## src/hw/rtl/dust_sensor_frame_receiver_macros.svh

```systemverilog
// Assertion macros for the dust sensor frame receiver.
// Used by the parser and the output buffer; no other dependencies.
`ifndef DUST_SENSOR_FRAME_RECEIVER_MACROS_SVH
`define DUST_SENSOR_FRAME_RECEIVER_MACROS_SVH
`ifndef SYNTHESIS
// Antecedent implies consequent in the same cycle.
`define DSFR_ASSERT_IMP(lbl, clk_s, rstn_s, ante, cons, msg) \
    lbl: assert property (@(posedge clk_s) disable iff (!rstn_s) (ante) |-> (cons)) \
        else $error(msg);
// Antecedent implies consequent in the next cycle.
`define DSFR_ASSERT_NXT(lbl, clk_s, rstn_s, ante, cons, msg) \
    lbl: assert property (@(posedge clk_s) disable iff (!rstn_s) (ante) |=> (cons)) \
        else $error(msg);
`else
`define DSFR_ASSERT_IMP(lbl, clk_s, rstn_s, ante, cons, msg)
`define DSFR_ASSERT_NXT(lbl, clk_s, rstn_s, ante, cons, msg)
`endif
`endif

```

## src/hw/rtl/dsfr_pkg.sv

```systemverilog
// Shared types and constants of the dust sensor frame receiver.
// No dependencies; imported by every module of the block.
package dsfr_pkg;

    // Frame layout
    localparam int FRAME_BYTES   = 10;
    localparam int POS_W         = $clog2(FRAME_BYTES + 1);
    localparam int PAYLOAD_BYTES = 6;

    localparam logic [POS_W-1:0] IDX_HEAD  = POS_W'(0);
    localparam logic [POS_W-1:0] IDX_CMD   = POS_W'(1);
    localparam logic [POS_W-1:0] IDX_DATA1 = POS_W'(2);
    localparam logic [POS_W-1:0] IDX_CSUM  = POS_W'(FRAME_BYTES - 2);
    localparam logic [POS_W-1:0] IDX_TAIL  = POS_W'(FRAME_BYTES - 1);
    localparam logic [POS_W-1:0] POS_HELD  = POS_W'(FRAME_BYTES);

    // Result status codes
    typedef enum logic [2:0] {
        ST_NONE     = 3'd0,
        ST_MEASURE  = 3'd1,
        ST_HELD     = 3'd2,
        ST_CSUM_ERR = 3'd3,
        ST_TAIL_ERR = 3'd4
    } status_t;

    // Input operation codes
    typedef enum logic {
        OP_BYTE    = 1'b0,
        OP_RELEASE = 1'b1
    } op_t;

    // Configuration register indexes
    typedef enum logic [1:0] {
        REG_REPORT_MODE = 2'd0,
        REG_HEAD_BYTE   = 2'd1,
        REG_TAIL_BYTE   = 2'd2,
        REG_MEASURE_CMD = 2'd3
    } reg_idx_t;

    localparam logic [7:0] HEAD_BYTE_RST   = 8'd170;
    localparam logic [7:0] TAIL_BYTE_RST   = 8'd171;
    localparam logic [7:0] MEASURE_CMD_RST = 8'd192;

    // Configuration handed from the register bank to the parser
    typedef struct packed {
        logic       report_mode;
        logic [7:0] head_byte;
        logic [7:0] tail_byte;
        logic [7:0] measure_cmd_id;
    } cfg_t;

    // One result word
    typedef struct packed {
        status_t    status;
        logic [7:0] frame_cmd_id;
        logic [7:0] data_byte_1;
        logic [7:0] data_byte_2;
        logic [7:0] data_byte_3;
        logic [7:0] data_byte_4;
        logic [7:0] data_byte_5;
        logic [7:0] data_byte_6;
    } result_t;

endpackage

```

## src/hw/rtl/dsfr_cfg_regs.sv

```systemverilog
// Configuration register bank of the dust sensor frame receiver.
// Depends on dsfr_pkg for the register indexes and the cfg_t struct.
module dsfr_cfg_regs
    import dsfr_pkg::*;
(
    input  logic       clk,
    input  logic       rst_n,
    input  logic       cfg_valid,
    output logic       cfg_ready,
    input  logic [1:0] cfg_index,
    input  logic [7:0] cfg_data,
    output cfg_t       cfg
);

    cfg_t cfg_reg;

    // Writes are always taken
    assign cfg_ready = 1'b1;
    assign cfg       = cfg_reg;

    // Register writes
    always_ff @(posedge clk or negedge rst_n)
    begin
        if (!rst_n)
        begin
            cfg_reg.report_mode    <= 1'b0;
            cfg_reg.head_byte      <= HEAD_BYTE_RST;
            cfg_reg.tail_byte      <= TAIL_BYTE_RST;
            cfg_reg.measure_cmd_id <= MEASURE_CMD_RST;
        end
        else if (cfg_valid)
        begin
            case (reg_idx_t'(cfg_index))
                REG_REPORT_MODE: cfg_reg.report_mode    <= cfg_data[0];
                REG_HEAD_BYTE:   cfg_reg.head_byte      <= cfg_data;
                REG_TAIL_BYTE:   cfg_reg.tail_byte      <= cfg_data;
                REG_MEASURE_CMD: cfg_reg.measure_cmd_id <= cfg_data;
                default:         cfg_reg.report_mode    <= cfg_reg.report_mode;
            endcase
        end
    end

endmodule

```

## src/hw/rtl/dsfr_parser.sv

```systemverilog
// Frame parser: byte position, running checksum, frame store and result logic.
// Depends on dsfr_pkg and on the assertion macros header.
`include "dust_sensor_frame_receiver_macros.svh"
module dsfr_parser
    import dsfr_pkg::*;
(
    input  logic       clk,
    input  logic       rst_n,
    input  cfg_t       cfg,
    input  logic       in_accept,
    input  logic       op,
    input  logic [7:0] rx_byte,
    output result_t    result
);

    logic [POS_W-1:0] pos_reg;
    logic [POS_W-1:0] pos_next;
    logic [7:0]       sum_reg;
    logic [7:0]       sum_next;
    logic [7:0]       store_reg [FRAME_BYTES];
    logic             store_we;
    status_t          status;

    // Position, checksum and completion checks for the incoming word
    always_comb
    begin
        pos_next = pos_reg;
        sum_next = sum_reg;
        store_we = 1'b0;
        status   = ST_NONE;
        if (op_t'(op) == OP_RELEASE)
        begin
            pos_next = '0;
            sum_next = '0;
        end
        else if (pos_reg >= POS_HELD)
        begin
            pos_next = pos_reg;
        end
        else if (pos_reg == IDX_HEAD && rx_byte != cfg.head_byte)
        begin
            pos_next = pos_reg;
        end
        else
        begin
            store_we = 1'b1;
            if (pos_reg >= IDX_DATA1 && pos_reg < IDX_CSUM)
            begin
                sum_next = sum_reg + rx_byte;
                pos_next = pos_reg + POS_W'(1);
            end
            else if (pos_reg != IDX_TAIL)
            begin
                pos_next = pos_reg + POS_W'(1);
            end
            else
            begin
                // Last byte: the tail byte is the incoming one
                sum_next = '0;
                if (store_reg[IDX_HEAD] != cfg.head_byte || rx_byte != cfg.tail_byte)
                begin
                    status   = ST_TAIL_ERR;
                    pos_next = '0;
                end
                else if (store_reg[IDX_CSUM] != sum_reg)
                begin
                    status   = ST_CSUM_ERR;
                    pos_next = '0;
                end
                else if (cfg.report_mode && store_reg[IDX_CMD] == cfg.measure_cmd_id)
                begin
                    status   = ST_MEASURE;
                    pos_next = '0;
                end
                else
                begin
                    status   = ST_HELD;
                    pos_next = POS_HELD;
                end
            end
        end
    end

    // Result word: frame bytes only when a frame completed
    always_comb
    begin
        result = '0;
        result.status = status;
        if (status != ST_NONE)
        begin
            result.frame_cmd_id = store_reg[IDX_CMD];
            result.data_byte_1  = store_reg[IDX_DATA1];
            result.data_byte_2  = store_reg[IDX_DATA1 + POS_W'(1)];
            result.data_byte_3  = store_reg[IDX_DATA1 + POS_W'(2)];
            result.data_byte_4  = store_reg[IDX_DATA1 + POS_W'(3)];
            result.data_byte_5  = store_reg[IDX_DATA1 + POS_W'(4)];
            result.data_byte_6  = store_reg[IDX_DATA1 + POS_W'(5)];
        end
    end

    // Parser state
    always_ff @(posedge clk or negedge rst_n)
    begin
        if (!rst_n)
        begin
            pos_reg <= '0;
            sum_reg <= '0;
        end
        else if (in_accept)
        begin
            pos_reg <= pos_next;
            sum_reg <= sum_next;
        end
    end

    // Frame store keeps every byte of the current frame
    always_ff @(posedge clk)
    begin
        if (in_accept && store_we)
        begin
            store_reg[pos_reg] <= rx_byte;
        end
    end

    `DSFR_ASSERT_IMP(a_pos_range, clk, rst_n, 1'b1, pos_reg <= POS_HELD,
        "byte position beyond the held slot")
    `DSFR_ASSERT_NXT(a_release_clears, clk, rst_n, in_accept && op_t'(op) == OP_RELEASE,
        pos_reg == '0 && sum_reg == '0, "release did not clear the parser")
    `DSFR_ASSERT_NXT(a_done_restarts, clk, rst_n, in_accept && status != ST_NONE,
        (pos_reg == '0 || pos_reg == POS_HELD) && sum_reg == '0,
        "completed frame left the parser mid-frame")

endmodule

```

## src/hw/rtl/dsfr_out_buf.sv

```systemverilog
// Output register with a skid stage for the result words.
// Depends on dsfr_pkg for result_t and on the assertion macros header.
`include "dust_sensor_frame_receiver_macros.svh"
module dsfr_out_buf
    import dsfr_pkg::*;
(
    input  logic    clk,
    input  logic    rst_n,
    input  logic    push,
    input  result_t push_data,
    output logic    push_ready,
    output logic    out_valid,
    input  logic    out_ready,
    output result_t out_data
);

    logic    out_valid_reg;
    logic    skid_valid_reg;
    result_t out_data_reg;
    result_t skid_data_reg;
    logic    pop;

    assign pop        = out_valid_reg && out_ready;
    assign push_ready = !skid_valid_reg;
    assign out_valid  = out_valid_reg;
    assign out_data   = out_data_reg;

    // Valid flags
    always_ff @(posedge clk or negedge rst_n)
    begin
        if (!rst_n)
        begin
            out_valid_reg  <= 1'b0;
            skid_valid_reg <= 1'b0;
        end
        else if (skid_valid_reg)
        begin
            if (pop)
            begin
                skid_valid_reg <= 1'b0;
            end
        end
        else if (push && (!out_valid_reg || pop))
        begin
            out_valid_reg <= 1'b1;
        end
        else if (push)
        begin
            skid_valid_reg <= 1'b1;
        end
        else if (pop)
        begin
            out_valid_reg <= 1'b0;
        end
    end

    // Payload registers
    always_ff @(posedge clk)
    begin
        if (skid_valid_reg)
        begin
            if (pop)
            begin
                out_data_reg <= skid_data_reg;
            end
        end
        else if (push && (!out_valid_reg || pop))
        begin
            out_data_reg <= push_data;
        end
        else if (push)
        begin
            skid_data_reg <= push_data;
        end
    end

    `DSFR_ASSERT_IMP(a_skid_behind_out, clk, rst_n, skid_valid_reg, out_valid_reg,
        "skid word present without an output word")
    `DSFR_ASSERT_IMP(a_skid_fill, clk, rst_n, $rose(skid_valid_reg),
        $past(out_valid_reg) && !$past(out_ready) && $past(push),
        "skid stage filled without a stalled output")
    `DSFR_ASSERT_NXT(a_out_hold, clk, rst_n, out_valid_reg && !out_ready,
        out_valid_reg && $stable(out_data_reg),
        "stalled output word changed or vanished")

endmodule

```

## src/hw/rtl/dust_sensor_frame_receiver.sv

```systemverilog
// Top level of the dust sensor frame receiver.
// Depends on dsfr_pkg, dsfr_cfg_regs, dsfr_parser and dsfr_out_buf.
//
//  Channel   Direction  Handshake                Payload
//  s_axis    in         s_tvalid / s_tready      s_tdata: rx_byte; s_tuser: op
//  m_axis    out        m_tvalid / m_tready      m_tdata: frame bytes, readings;
//                                                m_tuser: status
//  cfg       in         cfg_valid / cfg_ready    cfg_index, cfg_data
//
// Each accepted word yields a registered result word, one per cycle while s_tready is high.
// The parser updates its position, checksum and store in the cycle of acceptance.
// A skid stage behind the result register takes one word while the
// output is stalled; s_tready drops only when both stages hold a word.
// Reset clears the parser position and the checksum and returns the
// configuration to its default values.
module dust_sensor_frame_receiver
    import dsfr_pkg::*;
(
    input  logic        clk,
    input  logic        rst_n,
    // Input words
    input  logic        s_tvalid,
    output logic        s_tready,
    input  logic [7:0]  s_tdata,   // [7:0] rx_byte
    input  logic        s_tuser,   // [0] op
    // Result words
    output logic        m_tvalid,
    input  logic        m_tready,
    output logic [87:0] m_tdata,   // [7:0] frame_cmd_id, [15:8]..[55:48] data_byte_1..6,
                                   // [71:56] fine_particles, [87:72] coarse_particles
    output logic [2:0]  m_tuser,   // [2:0] status
    // Configuration writes
    input  logic        cfg_valid,
    output logic        cfg_ready,
    input  logic [1:0]  cfg_index,
    input  logic [7:0]  cfg_data
);

    cfg_t    cfg;
    result_t result;
    result_t out_word;
    logic    in_accept;

    assign in_accept = s_tvalid && s_tready;

    dsfr_cfg_regs u_cfg_regs (
        .clk       (clk),
        .rst_n     (rst_n),
        .cfg_valid (cfg_valid),
        .cfg_ready (cfg_ready),
        .cfg_index (cfg_index),
        .cfg_data  (cfg_data),
        .cfg       (cfg)
    );

    dsfr_parser u_parser (
        .clk       (clk),
        .rst_n     (rst_n),
        .cfg       (cfg),
        .in_accept (in_accept),
        .op        (s_tuser),
        .rx_byte   (s_tdata),
        .result    (result)
    );

    dsfr_out_buf u_out_buf (
        .clk        (clk),
        .rst_n      (rst_n),
        .push       (in_accept),
        .push_data  (result),
        .push_ready (s_tready),
        .out_valid  (m_tvalid),
        .out_ready  (m_tready),
        .out_data   (out_word)
    );

    // Pack the result word; the readings are little-endian byte pairs
    assign m_tuser = 3'(out_word.status);
    assign m_tdata = {out_word.data_byte_4, out_word.data_byte_3,
                      out_word.data_byte_2, out_word.data_byte_1,
                      out_word.data_byte_6, out_word.data_byte_5,
                      out_word.data_byte_4, out_word.data_byte_3,
                      out_word.data_byte_2, out_word.data_byte_1,
                      out_word.frame_cmd_id};

endmodule
```

## config.mk

```make
export PLATFORM = sky130hd
export DESIGN_NAME = dust_sensor_frame_receiver
export DESIGN_NICKNAME = d
export VERILOG_FILES = /design/src/hw/rtl/dsfr_pkg.sv /design/src/hw/rtl/dsfr_cfg_regs.sv /design/src/hw/rtl/dsfr_parser.sv /design/src/hw/rtl/dsfr_out_buf.sv /design/src/hw/rtl/dust_sensor_frame_receiver.sv
export VERILOG_INCLUDE_DIRS = /design/src /design/src/hw/rtl
export SDC_FILE = /design/constraint.sdc
export NUM_CORES = 1
export LEC_CHECK = 0
export BUFFER_PORTS_ARGS = -buffer_cell sky130_fd_sc_hd__buf_2
export CAP_MARGIN = 20
export CORE_AREA = 3 3 133 135
export CTS_CLUSTER_SIZE = 8
export DETAILED_ROUTE_END_ITERATION = 8
export DIE_AREA = 0 0 136 138
export PLACE_DENSITY = 0.8
export SLEW_MARGIN = 20
export SYNTH_ARGS = -nofsm -noshare
export SYNTH_HDL_FRONTEND = slang
export SYNTH_SLANG_ARGS = --single-unit
```

## constraint.sdc

```tcl
create_clock -name clk -period 4.3 [get_ports clk]
set_input_delay 0.86 -clock clk [delete_from_list [all_inputs] [get_ports clk]]
set_output_delay 0.86 -clock clk [all_outputs]
set_load 0.02 [all_outputs]
```

* Word level (Yosys, flattened, before mapping)
Memories as Yosys holds them, arrays and structs flattened.
Index checks and enable logic that the tools add are counted.
** Word-level totals
- Register bits :: 157
- Input port bits :: 24
- RAM bits :: 80
- Memories kept :: 1
** Memory list
- u_parser.store_reg :: words 10, bits a word 8, rd ports 9, clocked after Yosys merged registers in 0, write ports 1, RTL line dsfr_parser.sv:20 : logic [7:0] store_reg [FRAME_BYTES];
** Operators by class
- $add $sub $neg :: 2
- Magnitude comparators :: 3
- Mux-type cells :: 37
- Bitwise operators :: 2
- Reductions and logical operators :: 25
- Eq/ne operators :: 14
** Operators by type and width (count)
- 2-to-1 mux 59 bit :: 3
- 2-to-1 mux 56 bit :: 1
- 2-to-1 mux 8 bit :: 5
- 2-to-1 mux 4 bit :: 8
- != test 8 bit :: 4
- 2-to-1 mux 3 bit :: 7
- 2-to-1 mux 1 bit :: 12
- AND reduction 2 bit :: 5
- AND reduction 3 bit :: 3
- adder 8 bit :: 1
- == test 8 bit :: 1
- != test 2 bit, second input constant :: 4
- logical AND 1 bit :: 7
- adder 4 x 1 -> 4 bit, second input constant :: 1
- == test 2 bit, second input constant :: 2
- >= comparator 4 x 2 -> 1 bit, second input constant :: 1
- >= comparator 4 bit, second input constant :: 1
- zero test 4 bit :: 1
- less-than comparator 4 bit, second input constant :: 1
- != test 4 bit, second input constant :: 1
- AND reduction 4 bit :: 1
- nonzero test 2 bit :: 2
- != test 3 x 2 -> 1 bit, second input constant :: 1
- nonzero test 3 bit :: 1
- other kinds (6) :: 9

* Longest topological paths before layout
An unclocked memory read counts as a cell.
- Depth in word-level cells :: 15
- Gate-level depth with buffers :: 8

* By module
From an unflattened synthesis, not the netlist that was laid out.
** Unflattened totals
- Cell total of the unflattened synthesis :: 605
- Area total of the unflattened synthesis :: 9890.7 um2
** By module, submodules not included
- dsfr_out_buf :: area each 4558.1 um2, times used 1, sequential area each 3593.4 um2, cells an instance 195
- dsfr_parser :: area each 4113.9 um2, times used 1, sequential area each 2462.4 um2, cells an instance 321
- dsfr_cfg_regs :: area each 972.2 um2, times used 1, sequential area each 639.4 um2, cells an instance 56
- dust_sensor_frame_receiver :: area each 246.5 um2, times used 1, sequential area each 0.0 um2, cells an instance 33

* Worst setup path before layout
No wires, ideal clock.
- Kind :: input to register
- Start :: input port s_tvalid
- End :: register u_out_buf.out_data_reg, in the netlist u_out_buf.out_data[0], enable pin
- Data arrival time :: 3.692 ns
- Buffers on the path :: 0
- Path slack :: 0.132 ns
- Cell stages on the path :: 3
- Required time :: 3.824 ns
- Cell sequence :: nor2b_1 a21oi_1 nor2_1
** Between the ends
- Cells in the longest elaborated chain, start to end :: 4
** RTL lines
- start: declaration :: RTL line dust_sensor_frame_receiver.sv:22 : input logic s_tvalid,
- logical AND 1 bit :: RTL line dust_sensor_frame_receiver.sv:44 : assign in_accept = s_tvalid && s_tready;
- logical AND 1 bit :: RTL line dsfr_out_buf.sv:67 : else if (push && (!out_valid_reg || pop))
- nonzero test 2 bit (no source line)
- AND reduction 2 bit (no source line)
- end signal: assignment :: RTL line dsfr_out_buf.sv:64 : out_data_reg <= skid_data_reg;
- end signal: assignment :: RTL line dsfr_out_buf.sv:69 : out_data_reg <= push_data;
- end: declaration :: RTL line dsfr_out_buf.sv:19 : result_t out_data_reg;
Every way passes these cells.
A chain may end at the register's enable or synchronous reset.

* Final worst setup path
- Start :: register u_out_buf.skid_valid_reg
- End :: memory u_parser.store_reg[5][1], enable pin
** Between the ends
- Cells in the longest elaborated chain, start to end :: 5
** RTL lines
- start: declaration :: RTL line dsfr_out_buf.sv:18 : logic skid_valid_reg;
- start signal: assignment :: RTL line dsfr_out_buf.sv:34 : skid_valid_reg <= 1'b0;
- start signal: assignment :: RTL line dsfr_out_buf.sv:40 : skid_valid_reg <= 1'b0;
- start signal: assignment :: RTL line dsfr_out_buf.sv:49 : skid_valid_reg <= 1'b1;
- zero test 1 bit :: RTL line dsfr_out_buf.sv:24 : assign push_ready = !skid_valid_reg;
- logical AND 1 bit :: RTL line dust_sensor_frame_receiver.sv:44
- logical AND 1 bit :: RTL line dsfr_parser.sv:119 : if (in_accept && store_we)
- 2-to-1 mux 1 bit :: RTL line dsfr_parser.sv:119
- 2-to-1 mux 1 bit (implied by the code) :: RTL line dsfr_parser.sv:121 : store_reg[pos_reg] <= rx_byte;
- end: declaration :: RTL line dsfr_parser.sv:20
Every way passes these cells.

==> results.toml <==
[die]
io_pins = 118
start_util = 0.577
rows = 47
die_w_um = 136
die_y_um = 138
coreArea_um2 = 16600
fp.dieArea_um2 = 18800

[clocking]
htreeDepth = 2
cts_buffers = 34
cts_tree = "yes"
cts-root-buf = "clkbuf_16"
path_clk_slew_ps = 50
cts-hold-fix-buffers = 0
cts.sinks = 229
cts_setup_buffers = 0
post_cts_resized = 0
clockBufferDepth = 3
clock_latency_ps = 490

[power_and_ir_drop]
p_leak_uw = 0.00432
ir_worst_vdd_mv = 0.435
p_per_area_nw_per_um2 = 660
p_total_uw = 7310

[global_routing]
antenna_found_initial = 0
grt.total_usage = 0.185
grt_pass1_vias = 4962
grt_max_degree = 60
grt_first_pass_wirelength_um = 27200
grt_overflow = 0

[logic_synthesis]
synth_seq_area_share = 0.700
synth_area_um2 = 9570
yosys_register_bits = 229
yosys_warnings = 0
synth_area_leaders = "edfxtp_1 (60%), mux2_2 (9.9%), dfrtp_1 (7.3%), and2_1 (4.1%), dfstp_2 (3.0%)"
synth_cell_types = 53
synth_top_area_share = 0.596
async_flop_share = 0.170
synth_nets = 618
synthCells = 582
yosysTopAreaCell = "edfxtp_1"
syn_avg_cell_area_um2 = 16.4
synth_flop_cell = "edfxtp_1"
synth_edf_count = 190

[sta]
tns_ps = 0
rsz0062_at_grt = "false"
max-slew-margin-rel = 0.405
drv_slew = 0
worstMarginPinSlew_ps = 893
layout_setup_ws_ps = 1670
hold_violations = 0
setup_violations = 0
fmax_mhz = 380
min_period_ps = 2630
post-route-period-util = 0.613
skew_ps = 16.1

[routing]
vias = 5030
drt_wl_total_um = 17100
ant_nets = 0
via_per_inst = 5.47
drt_iter0_drc = 353
route.detailed.drc = 0
firstDrtPassIters = 5
wire_per_inst_um = 18.6

[worst_setup_path]
reg2reg_depth = 4
path_cells = "inv_2 -> nand2_1 -> nor4b_1 -> and2_1"
worstSetupPathType = "flop to flop"
slowest_delay_ps = 600
reg2reg_to = "u_parser.store_reg[5][1]$_DFFE_PP_"
reg2reg_from = "u_out_buf.skid_valid_reg$_DFF_PN0_"
critPathMaxFanout = 26
crit_buf_inv = 1
cp-start-kind = "flop"
endpoint_kind = "flop"
r2r_setup_slack_ps = 1670
critical_path_required_ps = 4440
crit_family = "simple AND/OR/NAND/NOR gates"
worstPathArrival_ps = 2770
slowest_stage = "nor4b_1"

[layout]
final-instance-count-excl-fill = 920
largest_register_ffs = 72
drive_above_1_share = 0.387
multi_input_area_um2 = 2520
ff_latch_area_um2 = 6700
n_antenna_cell = 0
num-nets-final = 726
fillers = 1176
utilization = 0.667
area_growth_pct = 15.7

[placed_design]
place_congestion = 0.813
post-place-ws_ps = 1390
port_buffers = 116
dp_cells = 874
hpwl_um = 11100

[job]
cap_violations = 0

[outcome]
run_status = "finished, final reports clean"

[hold_path]
hold_class = "input port to asynchronous set/reset pin"
-- cell type report --
type / count / area share
clock inverter: 3 / 0.00339
timing repair buffer: 120 / 0.0552
tap: 220 / 0.0249
sequential: 229 / 0.605
inverter: 6 / 0.00204
multi-input combinational: 299 / 0.228
clock buffer: 43 / 0.0819
-- worst max path at each step --
stage,cells past startpoint,to,startpoint,slack [ps]
global placement,8,u_parser.sum_reg[7]$_DFFE_PN0P_,s_tdata[1],1490
finish,4,u_parser.store_reg[5][1]$_DFFE_PP_,u_out_buf.skid_valid_reg$_DFF_PN0_,1670
floorplan,3,u_out_buf.out_data[0]$_DFFE_PP_,s_tvalid,130
CTS,4,u_parser.store_reg[7][1]$_DFFE_PP_,u_out_buf.skid_valid_reg$_DFF_PN0_,1640
detailed placement,8,u_parser.sum_reg[7]$_DFFE_PN0P_,s_tdata[1],1390
global route,4,u_parser.store_reg[5][2]$_DFFE_PP_,u_out_buf.skid_valid_reg$_DFF_PN0_,1440
-- synthesized netlist by cell type, types with 2 or more instances --
master and instances:
xor2_1 27, mux2i_1 2, nor3b_1 2, nor3_1 3, nor2b_1 2, and2_1 62, and3_2 2, nand2_1 8
nand3_1 4, clkbuf_1 6, buf_2 3, nand2b_1 3, buf_4 34, dfrtp_1 28, nor2_1 10, a22o_2 6
buf_6 2, ha_1 11, inv_1 5, dfstp_2 11, nor4_1 8, edfxtp_1 190, nand4_1 4, a31oi_1 2
mux2_2 84, nand3b_1 2, xnor2_1 19, and3_1 6, a21oi_1 7, o21ai_0 6
-- per-stage QoR --
stage          area [µm²]  hold WS, ps
6_report            11100          504
2_1_floorplan        9570          481
3_3_place_gp        10100          499
5_1_grt             11100          550
3_5_place_dp        10100          506
4_1_cts             11100          511
-- where the power goes --
group          internal [µW]  leakage [µW]  total, µW  switching (µW)
sequential              2970       0.00225       3160             188
combinational            672       0.00162       1830            1160
clock                   1460      0.000458       2320             861
total                   5100       0.00432       7310            2210
-- layout by cell type, fill, tap and decap left out, types with 3 or more instances in the layout --
| master | n |
|---|---|
| a21oi_1 | 7 |
| a22o_2 | 6 |
| and2_1 | 61 |
| and3_1 | 6 |
| buf_2 | 116 |
| buf_4 | 4 |
| clkbuf_1 | 8 |
| clkbuf_16 | 35 |
| dfrtp_1 | 28 |
| dfstp_2 | 11 |
| edfxtp_1 | 190 |
| ha_1 | 11 |
| inv_1 | 5 |
| mux2_2 | 84 |
| nand2_1 | 8 |
| nand2b_1 | 3 |
| nand3_1 | 4 |
| nand4_1 | 4 |
| nor2_1 | 9 |
| nor3_1 | 3 |
| nor4_1 | 8 |
| o21ai_0 | 6 |
| xnor2_1 | 19 |
| xor2_1 | 27 |
-- logic make-up (layout without fill, tap and decap cells) --
| group | after synthesis | count (layout) | share of synthesized area |
|---|---|---|---|
| muxes | 86 | 86 | 0.101 |
| buffers and inverters | 54 | 172 | 0.0377 |
| xor gates and xnor gates | 46 | 46 | 0.0421 |
| AOI/OAI and AO/OA | 32 | 32 | 0.0247 |
| adders and majority gates | 12 | 12 | 0.0165 |
| DFF | 229 | 229 | 0.700 |
| and+or+nand+nor | 122 | 122 | 0.0777 |
| other | 1 | 1 | 0.000392 |
-- layer usage --
metal / share of wire / wire, µm / track usage
met1: 0.43 / 7360 / 0.248
met2: 0.49 / 8470 / 0.306
met3: 0.060 / 1030 / 0.0403
met4: 0.016 / 277 / 0.0568
met5: 0 / 0 / 0
(Power assumes the default switching activity.)
